**src/rgbw_led_strip_pulse_encoder_core_assert.svh**
```systemverilog
// Assertion macros for the LED strip pulse encoder.
// Each macro expects clk and rst_n in the scope where it is used.
`ifndef RGBW_LED_STRIP_PULSE_ENCODER_CORE_ASSERT_SVH
`define RGBW_LED_STRIP_PULSE_ENCODER_CORE_ASSERT_SVH

`ifndef SYNTH

// Condition must hold at every clock edge out of reset.
`define RLPE_ASSERT_ALWAYS(lbl, cond) \
    lbl: assert property (@(posedge clk) disable iff (!rst_n) (cond)) \
        else $error("assertion failed");

// Antecedent in a cycle implies consequent in the same cycle.
`define RLPE_ASSERT_IMPLY(lbl, ante, cons) \
    lbl: assert property (@(posedge clk) disable iff (!rst_n) (ante) |-> (cons)) \
        else $error("assertion failed");

// Antecedent in a cycle implies consequent in the next cycle.
`define RLPE_ASSERT_NEXT(lbl, ante, cons) \
    lbl: assert property (@(posedge clk) disable iff (!rst_n) (ante) |=> (cons)) \
        else $error("assertion failed");

`else

`define RLPE_ASSERT_ALWAYS(lbl, cond)
`define RLPE_ASSERT_IMPLY(lbl, ante, cons)
`define RLPE_ASSERT_NEXT(lbl, ante, cons)

`endif

`endif

```
**src/rlpe_pkg.sv**
```systemverilog
`default_nettype none

package rlpe_pkg;

    localparam int WORD_W = 32;
    localparam int CFG_DATA_W = 16;

    typedef logic [1:0] cfg_index_t;

    localparam cfg_index_t REG_ZERO_HIGH  = 2'd0;
    localparam cfg_index_t REG_ONE_HIGH   = 2'd1;
    localparam cfg_index_t REG_BIT_PERIOD = 2'd2;
    localparam cfg_index_t REG_RESET_GAP  = 2'd3;

    typedef struct packed {
        logic              is_load;
        logic [WORD_W-1:0] word;
        logic              last;
    } rlpe_item_t;

    typedef struct packed {
        logic data_line;
        logic load_accepted;
        logic busy;
        logic frame_done;
        logic underrun;
    } rlpe_result_t;

endpackage

`default_nettype wire

```
**src/rlpe_front.sv**
```systemverilog
`default_nettype none

module rlpe_front (
    input  wire logic                clk,
    input  wire logic                rst_n,
    input  wire logic                push,
    output logic                     full,
    input  wire logic                kind,
    input  wire logic [31:0]         pixel_word,
    input  wire logic                last_pixel,
    input  wire logic                take,
    output logic                     avail,
    output rlpe_pkg::rlpe_item_t     item
);
    import rlpe_pkg::*;

    rlpe_item_t entry_reg [2];
    logic       wr_ptr_reg, wr_ptr_next;
    logic       rd_ptr_reg, rd_ptr_next;
    logic [1:0] count_reg, count_next;
    logic       accept;
    rlpe_item_t incoming;

    assign full   = (count_reg == 2'd2);
    assign avail  = (count_reg != 2'd0);
    assign accept = push && !full;
    assign item   = entry_reg[rd_ptr_reg];

    // classify: kind high marks a pixel load, low a time tick
    always_comb
    begin
        incoming.is_load = kind;
        incoming.word    = pixel_word;
        incoming.last    = last_pixel;
    end

    always_comb
    begin
        wr_ptr_next = accept ? !wr_ptr_reg : wr_ptr_reg;
        rd_ptr_next = take ? !rd_ptr_reg : rd_ptr_reg;
        unique case ({accept, take})
            2'b10:   count_next = count_reg + 2'd1;
            2'b01:   count_next = count_reg - 2'd1;
            default: count_next = count_reg;
        endcase
    end

    always_ff @(posedge clk or negedge rst_n)
    begin
        if (!rst_n)
        begin
            wr_ptr_reg <= 1'b0;
            rd_ptr_reg <= 1'b0;
            count_reg  <= 2'd0;
        end
        else
        begin
            wr_ptr_reg <= wr_ptr_next;
            rd_ptr_reg <= rd_ptr_next;
            count_reg  <= count_next;
        end
    end

    always_ff @(posedge clk)
    begin
        if (accept)
        begin
            entry_reg[wr_ptr_reg] <= incoming;
        end
    end

endmodule

`default_nettype wire

```
**src/rlpe_engine.sv**
```systemverilog
`default_nettype none

module rlpe_engine #(
    parameter int BITS_PER_PIXEL = 32
) (
    input  wire logic                clk,
    input  wire logic                rst_n,
    input  wire logic                go,
    input  wire rlpe_pkg::rlpe_item_t item,
    output rlpe_pkg::rlpe_result_t   result,
    input  wire logic                cfg_write,
    input  wire rlpe_pkg::cfg_index_t cfg_index,
    input  wire logic [15:0]         cfg_data
);
    import rlpe_pkg::*;

    localparam logic [1:0] PH_IDLE = 2'd0;
    localparam logic [1:0] PH_SEND = 2'd1;
    localparam logic [1:0] PH_GAP  = 2'd2;

    localparam int BITS_MOD = BITS_PER_PIXEL % 64;
    localparam logic [5:0] BITS_INIT = 6'((BITS_MOD == 0) ? 1 : BITS_MOD);

    logic [7:0]        zero_high_reg;
    logic [7:0]        one_high_reg;
    logic [7:0]        period_reg;
    logic [15:0]       gap_reg;

    logic [WORD_W-1:0] shift_reg, shift_next;
    logic [WORD_W-1:0] hold_word_reg, hold_word_next;
    logic              hold_valid_reg, hold_valid_next;
    logic              hold_last_reg, hold_last_next;
    logic              send_last_reg, send_last_next;
    logic [5:0]        bits_reg, bits_next;
    logic [15:0]       tick_reg, tick_next;
    logic [1:0]        phase_reg, phase_next;

    logic [7:0]        period_eff;
    logic [15:0]       gap_eff;

    assign period_eff = (period_reg == 8'd0) ? 8'd1 : period_reg;
    assign gap_eff    = (gap_reg == 16'd0) ? 16'd1 : gap_reg;

    always_comb
    begin : step
        logic [7:0]  high;
        logic [15:0] tick_inc;

        high     = 8'd0;
        tick_inc = 16'd0;

        shift_next      = shift_reg;
        hold_word_next  = hold_word_reg;
        hold_valid_next = hold_valid_reg;
        hold_last_next  = hold_last_reg;
        send_last_next  = send_last_reg;
        bits_next       = bits_reg;
        tick_next       = tick_reg;
        phase_next      = phase_reg;
        result          = '0;

        if (item.is_load)
        begin
            // drop a load that finds the holding register taken
            if (!hold_valid_reg)
            begin
                hold_word_next       = item.word;
                hold_last_next       = item.last;
                hold_valid_next      = 1'b1;
                result.load_accepted = 1'b1;
            end
        end
        else
        begin
            if (phase_reg == PH_IDLE && hold_valid_reg)
            begin
                shift_next      = hold_word_reg;
                send_last_next  = hold_last_reg;
                hold_valid_next = 1'b0;
                bits_next       = BITS_INIT;
                tick_next       = 16'd0;
                phase_next      = PH_SEND;
            end

            unique case (phase_next)
                PH_SEND:
                begin
                    high = shift_next[WORD_W-1] ? one_high_reg : zero_high_reg;
                    result.data_line = (tick_next < {8'd0, high});
                    tick_inc = tick_next + 16'd1;
                    if (tick_inc >= {8'd0, period_eff})
                    begin
                        tick_next  = 16'd0;
                        shift_next = {shift_next[WORD_W-2:0], 1'b0};
                        bits_next  = bits_next - 6'd1;
                        if (bits_next == 6'd0)
                        begin
                            // chain the held pixel with no gap, else close the frame
                            if (!send_last_next && hold_valid_next)
                            begin
                                shift_next      = hold_word_reg;
                                send_last_next  = hold_last_reg;
                                hold_valid_next = 1'b0;
                                bits_next       = BITS_INIT;
                                tick_next       = 16'd0;
                                phase_next      = PH_SEND;
                            end
                            else
                            begin
                                result.underrun = !send_last_next;
                                phase_next      = PH_GAP;
                            end
                        end
                    end
                    else
                    begin
                        tick_next = tick_inc;
                    end
                end
                PH_GAP:
                begin
                    tick_inc = tick_next + 16'd1;
                    if (tick_inc >= gap_eff)
                    begin
                        tick_next         = 16'd0;
                        phase_next        = PH_IDLE;
                        result.frame_done = 1'b1;
                    end
                    else
                    begin
                        tick_next = tick_inc;
                    end
                end
                default:
                begin
                    phase_next = PH_IDLE;
                end
            endcase
        end

        result.busy = (phase_next != PH_IDLE);
    end

    always_ff @(posedge clk or negedge rst_n)
    begin
        if (!rst_n)
        begin
            shift_reg      <= '0;
            hold_valid_reg <= 1'b0;
            hold_last_reg  <= 1'b0;
            send_last_reg  <= 1'b0;
            bits_reg       <= 6'd0;
            tick_reg       <= 16'd0;
            phase_reg      <= PH_IDLE;
        end
        else if (go)
        begin
            shift_reg      <= shift_next;
            hold_valid_reg <= hold_valid_next;
            hold_last_reg  <= hold_last_next;
            send_last_reg  <= send_last_next;
            bits_reg       <= bits_next;
            tick_reg       <= tick_next;
            phase_reg      <= phase_next;
        end
    end

    always_ff @(posedge clk)
    begin
        if (go)
        begin
            hold_word_reg <= hold_word_next;
        end
    end

    always_ff @(posedge clk or negedge rst_n)
    begin
        if (!rst_n)
        begin
            zero_high_reg <= 8'd6;
            one_high_reg  <= 8'd14;
            period_reg    <= 8'd21;
            gap_reg       <= 16'd1280;
        end
        else if (cfg_write)
        begin
            unique case (cfg_index)
                REG_ZERO_HIGH:  zero_high_reg <= cfg_data[7:0];
                REG_ONE_HIGH:   one_high_reg  <= cfg_data[7:0];
                REG_BIT_PERIOD: period_reg    <= cfg_data[7:0];
                REG_RESET_GAP:  gap_reg       <= cfg_data;
                default:        gap_reg       <= gap_reg;
            endcase
        end
    end

endmodule

`default_nettype wire

```
**src/rlpe_result_queue.sv**
```systemverilog
`default_nettype none

module rlpe_result_queue (
    input  wire logic                clk,
    input  wire logic                rst_n,
    input  wire logic                put,
    input  wire rlpe_pkg::rlpe_result_t put_data,
    output logic                     room,
    output logic                     empty,
    input  wire logic                pop,
    output rlpe_pkg::rlpe_result_t   head
);
    import rlpe_pkg::*;

    rlpe_result_t entry_reg [2];
    logic         wr_ptr_reg, wr_ptr_next;
    logic         rd_ptr_reg, rd_ptr_next;
    logic [1:0]   count_reg, count_next;
    logic         take;

    assign room  = (count_reg != 2'd2);
    assign empty = (count_reg == 2'd0);
    assign take  = pop && !empty;
    assign head  = entry_reg[rd_ptr_reg];

    always_comb
    begin
        wr_ptr_next = put ? !wr_ptr_reg : wr_ptr_reg;
        rd_ptr_next = take ? !rd_ptr_reg : rd_ptr_reg;
        unique case ({put, take})
            2'b10:   count_next = count_reg + 2'd1;
            2'b01:   count_next = count_reg - 2'd1;
            default: count_next = count_reg;
        endcase
    end

    always_ff @(posedge clk or negedge rst_n)
    begin
        if (!rst_n)
        begin
            wr_ptr_reg <= 1'b0;
            rd_ptr_reg <= 1'b0;
            count_reg  <= 2'd0;
        end
        else
        begin
            wr_ptr_reg <= wr_ptr_next;
            rd_ptr_reg <= rd_ptr_next;
            count_reg  <= count_next;
        end
    end

    always_ff @(posedge clk)
    begin
        if (put)
        begin
            entry_reg[wr_ptr_reg] <= put_data;
        end
    end

endmodule

`default_nettype wire

```
**src/rgbw_led_strip_pulse_encoder_core.sv**
```systemverilog
// Channel    Handshake          Payload
// input      push / full        kind, pixel_word, last_pixel
// result     empty / pop        data_line, load_accepted, busy_res, frame_done, underrun
// config     cfg_write          cfg_index, cfg_data
//
// One item per cycle sustained while the result queue has room; each item yields one result.
// From push to result an item is registered in the two-entry input queue,
// then passes through the encoder step into the two-entry result queue.
// The encoder step runs whenever an item is queued and the result queue has room,
// so a stalled pop holds the encoder and fills the input queue before full rises.
// Reset clears both queues, the encoder state and loads the default timing.
`default_nettype none
`include "rgbw_led_strip_pulse_encoder_core_assert.svh"

module rgbw_led_strip_pulse_encoder_core #(
    parameter int BITS_PER_PIXEL = 32
) (
    input  wire logic                 clk,
    input  wire logic                 rst_n,
    input  wire logic                 push,
    output logic                      full,
    input  wire logic                 kind,
    input  wire logic [31:0]          pixel_word,
    input  wire logic                 last_pixel,
    output logic                      empty,
    input  wire logic                 pop,
    output logic                      data_line,
    output logic                      load_accepted,
    output logic                      busy_res,
    output logic                      frame_done,
    output logic                      underrun,
    input  wire logic                 cfg_write,
    input  wire rlpe_pkg::cfg_index_t cfg_index,
    input  wire logic [15:0]          cfg_data
);
    import rlpe_pkg::*;

    rlpe_item_t   item;
    rlpe_result_t result;
    rlpe_result_t head;
    logic         avail;
    logic         room;
    logic         go;

    assign go = avail && room;

    rlpe_front u_front (
        .clk        (clk),
        .rst_n      (rst_n),
        .push       (push),
        .full       (full),
        .kind       (kind),
        .pixel_word (pixel_word),
        .last_pixel (last_pixel),
        .take       (go),
        .avail      (avail),
        .item       (item)
    );

    rlpe_engine #(
        .BITS_PER_PIXEL (BITS_PER_PIXEL)
    ) u_engine (
        .clk       (clk),
        .rst_n     (rst_n),
        .go        (go),
        .item      (item),
        .result    (result),
        .cfg_write (cfg_write),
        .cfg_index (cfg_index),
        .cfg_data  (cfg_data)
    );

    rlpe_result_queue u_results (
        .clk      (clk),
        .rst_n    (rst_n),
        .put      (go),
        .put_data (result),
        .room     (room),
        .empty    (empty),
        .pop      (pop),
        .head     (head)
    );

    assign data_line     = head.data_line;
    assign load_accepted = head.load_accepted;
    assign busy_res      = head.busy;
    assign frame_done    = head.frame_done;
    assign underrun      = head.underrun;

    // a high line level only comes from a bit in flight, so the block stays busy
    `RLPE_ASSERT_IMPLY(a_line_busy, !empty && data_line, busy_res && !frame_done)
    // the end of a frame leaves the block idle with the line low
    `RLPE_ASSERT_IMPLY(a_done_idle, !empty && frame_done, !busy_res && !data_line && !underrun)
    // an underrun always starts the reset gap
    `RLPE_ASSERT_IMPLY(a_under_gap, !empty && underrun, busy_res && !load_accepted)
    // no result appears without an encoder step
    `RLPE_ASSERT_NEXT(a_no_phantom, empty && !go, empty)

endmodule

`default_nettype wire

```
**config.mk**
```make
export PLATFORM = sky130hd
export DESIGN_NAME = rgbw_led_strip_pulse_encoder_core
export DESIGN_NICKNAME = d
export VERILOG_FILES = /design/src/rlpe_pkg.sv /design/src/rlpe_front.sv /design/src/rlpe_engine.sv /design/src/rlpe_result_queue.sv /design/src/rgbw_led_strip_pulse_encoder_core.sv
export VERILOG_INCLUDE_DIRS = /design/src /design/src/src
export SDC_FILE = /design/constraint.sdc
export NUM_CORES = 1
export LEC_CHECK = 0
export ABC_CLOCK_PERIOD_IN_PS = 4230
export BUFFER_PORTS_ARGS = -buffer_cell sky130_fd_sc_hd__buf_2
export CAP_MARGIN = 15
export CORE_MARGIN = 8
export CORE_UTILIZATION = 51
export CTS_CLUSTER_DIAMETER = 100
export DETAILED_ROUTE_END_ITERATION = 10
export HOLD_SLACK_MARGIN = 0.1
export PLACE_DENSITY = 0.83
export SLEW_MARGIN = 5
export SYNTH_ARGS = -nofsm -noshare
export SYNTH_HDL_FRONTEND = slang
export SYNTH_SLANG_ARGS = --single-unit
```
**constraint.sdc**
```tcl
create_clock -name clk -period 4.23 [get_ports clk]
set_input_delay 0.423 -clock clk [delete_from_list [all_inputs] [get_ports clk]]
set_output_delay 0.423 -clock clk [all_outputs]
set_load 0.01 [all_outputs]
```
==> Yosys cells after proc, flatten, opt, wreduce, memory -nomap -nowiden <==
Memories as Yosys holds them, arrays and structs flattened.
Cells that the tools add are included.
{ "totals": {"regBits": 139, "mem_bits_rw": 78, "in_bits": 57, "wordCells": 128, "memories": 2} }
{ "op_classes": {"n_addsub": 6, "magnitude_cmp": 3, "n_eq_ne": 11, "mux": 58, "bitwise": 2, "reduce_logical": 28} }
{ "memory_table": {"columns": ["name", "depth", "word_bits", "rd", "rd_clocked_by_memory_dff", "write_ports", "line_no", "text"], "rows": [
  ["u_front.entry_reg", 2, 34, 1, 0, 1, "rlpe_front.sv:17", "rlpe_item_t entry_reg [2];"],
  ["u_results.entry_reg", 2, 5, 1, 0, 1, "rlpe_result_queue.sv:15", "rlpe_result_t entry_reg [2];"]
]} }
{ "ops": {"columns": ["operator", "n"], "rows": [
  ["32-bit two-way mux", 6],
  ["16-bit two-way mux", 5],
  ["6-bit two-way mux", 6],
  ["16-bit one-hot mux with 2 select lines", 1],
  ["1-bit two-way mux", 27],
  ["16-bit by 1-bit adder with 16-bit output (second input constant)", 1],
  ["16-bit >= comparator", 1],
  ["16-bit by 8-bit >= comparator with 1-bit output", 1],
  ["16-bit logical NOT", 1],
  ["16-bit by 8-bit < comparator with 1-bit output", 1],
  ["2-bit two-way mux", 8],
  ["8-bit two-way mux", 2],
  ["2-bit equality test (second input constant)", 6],
  ["2-bit one-hot mux with 2 select lines", 3],
  ["2-bit AND reduction", 5],
  ["2-bit by 1-bit equality test with 1-bit output (second input constant)", 4],
  ["8-bit logical NOT", 1],
  ["2-bit nonzero test", 4],
  ["1-bit logical NOT", 7],
  ["2-bit logical NOT", 3],
  ["6-bit logical NOT", 1],
  ["6-bit by 1-bit subtractor with 6-bit output (second input constant)", 1],
  ["1-bit logical AND", 5],
  ["2-bit by 1-bit adder with 2-bit output (second input constant)", 2],
  ["other kinds (4)", 6]
]} }

==> Depth between registers and ports, before layout <==
{ "depth": {"word_depth": 12, "depth_mapped": 23, "mapped_depth_nobuf": 17} }

==> Cells and area by module <==
From an unflattened synthesis, not the netlist that was laid out.
{ "unflattened": {"hier_cells": 823, "area_unflattened_um2": 10447.5} }
{ "by_module_without_submodules": {"columns": ["module", "n_inst", "cells_each", "area_each_um2", "seq_area_each_um2"], "rows": [
  ["rlpe_engine", 1, 666, 7091.8, 3450.8],
  ["rlpe_front", 1, 123, 2795.2, 2142.1],
  ["rlpe_result_queue", 1, 33, 554.3, 400.4],
  ["rgbw_led_strip_pulse_encoder_core", 1, 1, 6.3, 0.0]
]} }

==> Least setup slack after synthesis <==
OpenSTA, ideal clock, no wires.
{ "synth_path": {"kind": "register to register", "start": "reg u_engine.hold_valid_reg", "end": "reg u_engine.shift_reg[10]", "t_arrival_ns": 4.427, "path_slack_ns": -0.327, "path_stages_with_launch": 24, "synth_period_minus_slack_ns": 4.557, "cell_sequence": "dfrtp_1 -> buf_4 -> or3b_1 -> clkbuf_1 -> clkbuf_1 -> clkbuf_1 -> and2_1 -> ha_1 -> nand3_1 -> nor2_1 -> nand3_1 -> xor2_1 -> nor2_1 -> ha_1 -> and3_1 -> a221o_1 -> a31o_2 -> a211oi_1 -> nand4b_1 -> and3_1 -> buf_4 -> nor2_8 -> buf_6 -> a221oi_2"} }
{ "synth_via": {"elab_chain_cells": 9} }
{ "synth_lines": {"columns": ["item", "line_no", "text"], "rows": [
  ["from (decl)", "rlpe_engine.sv:31", "logic hold_valid_reg, hold_valid_next;"],
  ["from (signal assigned)", "rlpe_engine.sv:159", "hold_valid_reg <= hold_valid_next;"],
  ["parallel branches: the longest is 8 deep, another holds 16-bit by 1-bit adder with 16-bit output", null, null],
  ["32-bit two-way mux *", "rlpe_engine.sv:85", "unique case (phase_next)"],
  ["to (signal assigned)", "rlpe_engine.sv:158", "shift_reg <= shift_next;"],
  ["to (decl)", "rlpe_engine.sv:29", "logic [WORD_W-1:0] shift_reg, shift_next;"]
]} }
Every way passes the cells marked *. The select of a mux whose other input is x is not followed.
A chain may end at the register's enable or synchronous reset.

==> Worst setup path in the final report <==
{ "layout_path": {"start": "reg u_engine.phase_reg[1]", "end": "reg u_engine.tick_reg[3]"} }
{ "layout_via": {"elab_chain_cells": 8} }
{ "layout_lines": {"columns": ["item", "line_no", "text"], "rows": [
  ["from (decl)", "rlpe_engine.sv:36", "logic [1:0] phase_reg, phase_next;"],
  ["from (signal assigned)", "rlpe_engine.sv:164", "phase_reg <= phase_next;"],
  ["2-bit logical NOT", "rlpe_engine.sv:75", "if (phase_reg == PH_IDLE && hold_valid_reg)"],
  ["1-bit logical AND", "rlpe_engine.sv:75", null],
  ["16-bit two-way mux", "rlpe_engine.sv:75", null],
  ["16-bit two-way mux", "rlpe_engine.sv:62", "if (item.is_load)"],
  ["16-bit by 1-bit adder with 16-bit output", "rlpe_engine.sv:90, rlpe_engine.sv:122", null],
  ["16-bit >= comparator / 16-bit by 8-bit >= comparator with 1-bit output (equally long branches)", "rlpe_engine.sv:123, rlpe_engine.sv:91", null],
  ["16-bit two-way mux (on tied branches)", "rlpe_engine.sv:123, rlpe_engine.sv:91", null],
  ["16-bit one-hot mux with 2 select lines *", "rlpe_engine.sv:85", null],
  ["to (signal assigned)", "rlpe_engine.sv:163", "tick_reg <= tick_next;"],
  ["to (decl)", "rlpe_engine.sv:35", "logic [15:0] tick_reg, tick_next;"]
]} }
Every way passes the cells marked *; elsewhere a longest branch is shown, timed or not. The select of a mux whose other input is x is not followed.

==> impl_metrics.env <==
export IMPL_outcome="complete, no violations"
export IMPL_die_y_um=158.7
export IMPL_cp_end_kind="flip-flop"
export IMPL_finalWorstSetupSlack_ns=0.1234
export IMPL_cts_root_buf="clkbuf_16"
export IMPL_syn_to_final_growth_pct=18.90
export IMPL_clk_latency_ns=0.52
export IMPL_dp_final_hpwl_mm=13.45
export IMPL_largest_reg_flops=68
export IMPL_overflow=0
export IMPL_final_fill_count=1462
export IMPL_slew_viol_final=0
export IMPL_seq_area_frac_synth=0.5773
export IMPL_placeableCoreArea_sq_um=20100
export IMPL_pwr_share_clk=0.282
export IMPL_intPower_w=0.005027
export IMPL_clock_path_buffers=3
export IMPL_synth_top_area_frac=0.3182
export IMPL_synth_simple_gate_area_share=0.09293
export IMPL_synth_area_sq_um=10380
export IMPL_regArea_sq_um=5993
export IMPL_synth_xor_area_share=0.01687
export IMPL_tightest_slew_ns=1.016
export IMPL_rows=52
export IMPL_htree_levels=1
export IMPL_synth_edf_count=110
export IMPL_grt_pass1_vias=6867
export IMPL_path_clk_slew_ns=0.06
export IMPL_max_cap_violations=0
export IMPL_worstPathRequired_ns=4.69
export IMPL_synth_most_common_cell="edfxtp_1"
export IMPL_crit_path_cell_trace="or3b_4, and2_4, ha_2, nand3_2, nor2_2, nand3_1, xor2_1, nor2_2, ha_1, and3_1, a221o_1, a31o_2, a211oi_2, nand4b_1, buf_6, o32a_1, nor2_4, clkbuf_16, a22o_1"
export IMPL_synth_top_family_by_area="multiplexers"
export IMPL_die_w_um=158.7
export IMPL_multi_input_area_sq_um=4025
export IMPL_min_period_ns=4.107
export IMPL_critPathSlowestCell="or3b_4"
export IMPL_ioPinCount=64
export IMPL_hold_viol=0
export IMPL_synth_cells=790
export IMPL_remaining_drc_errors=0
export IMPL_cts_buffers=24
export IMPL_worst_path_dominant_cell_family="simple AND/OR/NAND/NOR gates"
export IMPL_crit_fanout=6
export IMPL_ys_async_sr_fraction=0.4931
export IMPL_worstReg2RegStart="u_engine.phase_reg[1]$_DFFE_PN0P_"
export IMPL_r2r_slack_ns=0.12
export IMPL_cp_common_cell="nor2_2"
export IMPL_synth_common_cells="110 x edfxtp_1, 97 x dfrtp_1, 79 x mux2_2"
export IMPL_sw_frac_of_total=0.3077
export IMPL_p_comb_frac=0.289
export IMPL_power_share_sequential=0.429
export IMPL_crit_buf_inv=2
export IMPL_antenna_cells=0
export IMPL_grt_first_pass_wirelength_mm=34.00
export IMPL_place_ws_ns=0.03327
export IMPL_r2r_end="u_engine.tick_reg[3]$_DFFE_PN0P_"
export IMPL_relSlewSlack=0.3229
export IMPL_dr_pass1_iters=5
export IMPL_switchingPower_w=0.002234
export IMPL_min_period_over_period=0.9708
export IMPL_groute_usage_overall=0.1691
export IMPL_start_util=0.5164
export IMPL_vias=6666
export IMPL_ys_warn_count=0
export IMPL_gp_congestion=0.8509
export IMPL_wl_per_cell_um=17.59
export IMPL_first_iter_violations=500
export IMPL_crit_cells=19
export IMPL_grt_start_max_net_pins=77
export IMPL_cts_tree="yes"
export IMPL_drt_wl_total_mm=21.10
export IMPL_die_area_sq_um=25180
export IMPL_leakagePower_nw=5.181
export IMPL_nets=1003
export IMPL_antenna_found_initial=1
export IMPL_ys_types=66
export IMPL_cpPeakStageDelay_ns=0.43
export IMPL_p_per_area_nw_per_um2=588.3
export IMPL_synth_ff_type="edfxtp_1"
export IMPL_crit_start="u_engine.phase_reg[1]$_DFFE_PN0P_"
export IMPL_synth_fp_nets=882
export IMPL_crit_path_end="u_engine.tick_reg[3]$_DFFE_PN0P_"
export IMPL_synth_fa_ha_area_frac=0.04218
export IMPL_port_buffers=63
export IMPL_fmax_mhz=243.5
export IMPL_drive_gt1_frac=0.2971
export IMPL_power_w=0.007261
export IMPL_critPathKind="flip-flop to flip-flop"
export IMPL_clock_sinks=217
export IMPL_ant_nets=0
export IMPL_arrival_ns=4.56
export IMPL_synthMuxAreaShare=0.1281
export IMPL_synth_compound_area_frac=0.1018
export IMPL_irDropWorstVdd_mv=0.4889
export IMPL_postSynthAreaPerCell_sq_um=13.14
export IMPL_synth_seq_cells=217
export IMPL_finalClockSkew_ns=0.009493
export IMPL_viasPerCell=5.560
export IMPL_start_kind="flip-flop"
export IMPL_hold_class="primary input to asynchronous set/reset pin"
export IMPL_reg2reg_depth=19
export IMPL_synthTopCellsByArea="edfxtp_1 32%, dfrtp_1 23%, mux2_2 8.6%, mux2i_1 4.2%, ha_1 4.2%"
export IMPL_yosys_area_top_type="edfxtp_1"
export IMPL_setup_viol=0
[through the flow]
| stage | instances | cell area (sq um) | hold slack [ns] | TNS (ns) | util |
|---|---|---|---|---|---|
| 2_1_floorplan | 790 | 10430 | 0.1274 | 0 | - |
| 3_3_place_gp | 1108 | 11020 | 0.4747 | 0 | 0.5480 |
| 3_5_place_dp | 1108 | 11020 | 0.4848 | 0 | 0.5480 |
| 4_1_cts | 1187 | 12150 | 0.1198 | 0 | 0.6045 |
| 5_1_grt | 1199 | 12340 | 0.1244 | -0.01470 | 0.6140 |
| 6_report | 1199 | 12340 | 0.05706 | 0 | 0.6140 |
[area by class of cell]
cell class	instances	share of cell area
clock buffers	30	0.05210
clock inverters	14	0.01145
inverters	62	0.01885
multi-input cells	478	0.3261
flip-flops and latches	217	0.4856
well taps	270	0.02737
repair buffers	128	0.07856
[worst min-delay path by stage]
stage / to / slack [ns] / depth (start not counted)
2_1_floorplan: u_engine.bits_reg[0]$_DFFE_PN0P_ / 0.13 / 0
3_3_place_gp: u_results.wr_ptr_reg$_DFFE_PN0P_ / 0.47 / 1
3_5_place_dp: u_results.wr_ptr_reg$_DFFE_PN0P_ / 0.48 / 1
4_1_cts: u_results.rd_ptr_reg$_DFFE_PN0P_ / 0.12 / 1
5_1_grt: u_engine.gap_reg[8]$_DFFE_PN1P_ / 0.12 / 2
6_report: u_engine.gap_reg[12]$_DFFE_PN0P_ / 0.06 / 1
[power groups by stage]
| stage | clock [W] | combinational, W | sequential, W |
|---|---|---|---|
| 5_1_grt | 0.00217 | 0.00231 | 0.00317 |
| 2_1_floorplan | 0 | 0.00153 | 0.00305 |
| 4_1_cts | 0.00207 | 0.00198 | 0.00309 |
| 3_5_place_dp | 0 | 0.00194 | 0.00311 |
| 3_3_place_gp | 0 | 0.00187 | 0.00309 |
| 6_report | 0.00205 | 0.00210 | 0.00312 |
[kinds of logic (layout without fill, tap and decap cells)]
family / Yosys count / in the layout
buf+inv: 96 / 234
flops: 217 / 217
mux: 123 / 123
fa+ha+maj: 35 / 35
simple gates: 184 / 185
compound gates: 115 / 115
xor+xnor: 20 / 20
[per-layer routing]
metal  global-route usage  share of wire
met5                    0        0.00062
met4              0.06152          0.032
met1               0.2029           0.42
met2               0.2945           0.50
met3              0.03556          0.047
[what timing repair did]
| item | CTS | global route |
|---|---|---|
| setup endpoints to repair | 29 | 46 |
| resized for setup | 0 | 12 |
| pin swaps | 2 | 6 |
| gates cloned | 1 | 2 |
| hold endpoints to repair | 68 | 0 |
| hold buffers | 34 | 0 |
| setup buffers | 0 | 9 |
[placed cells by master (no fill, tap or decap), drive strengths merged, types with 3 or more instances in the layout]
master       Yosys  final
clkinv           0      7
and4             4      4
nand3            8      8
a31oi            5      5
o31ai            3      3
clkinvlp         0      3
or3              4      4
clkbuf          22     31
a22o            16     16
dfstp           10     10
a21oi           13     13
o21ai           16     16
mux2            79     79
nor2            62     63
a211oi           4      4
nor3            14     14
nand2b           7      7
dfrtp           97     97
edfxtp         110    110
xnor2           11     11
dlygate4sd3      0     34
a21o             5      5
ha              35     35
mux2i           44     44
xor2             9      9
buf             12     93
a221oi          29     29
inv             62     64
nor2b            3      3
and3             5      5
and2            13     13
nor4            12     12
nand4            8      8
o21a             3      3
nand2           35     35
Note: power is estimated with default switching activity, not from simulation.
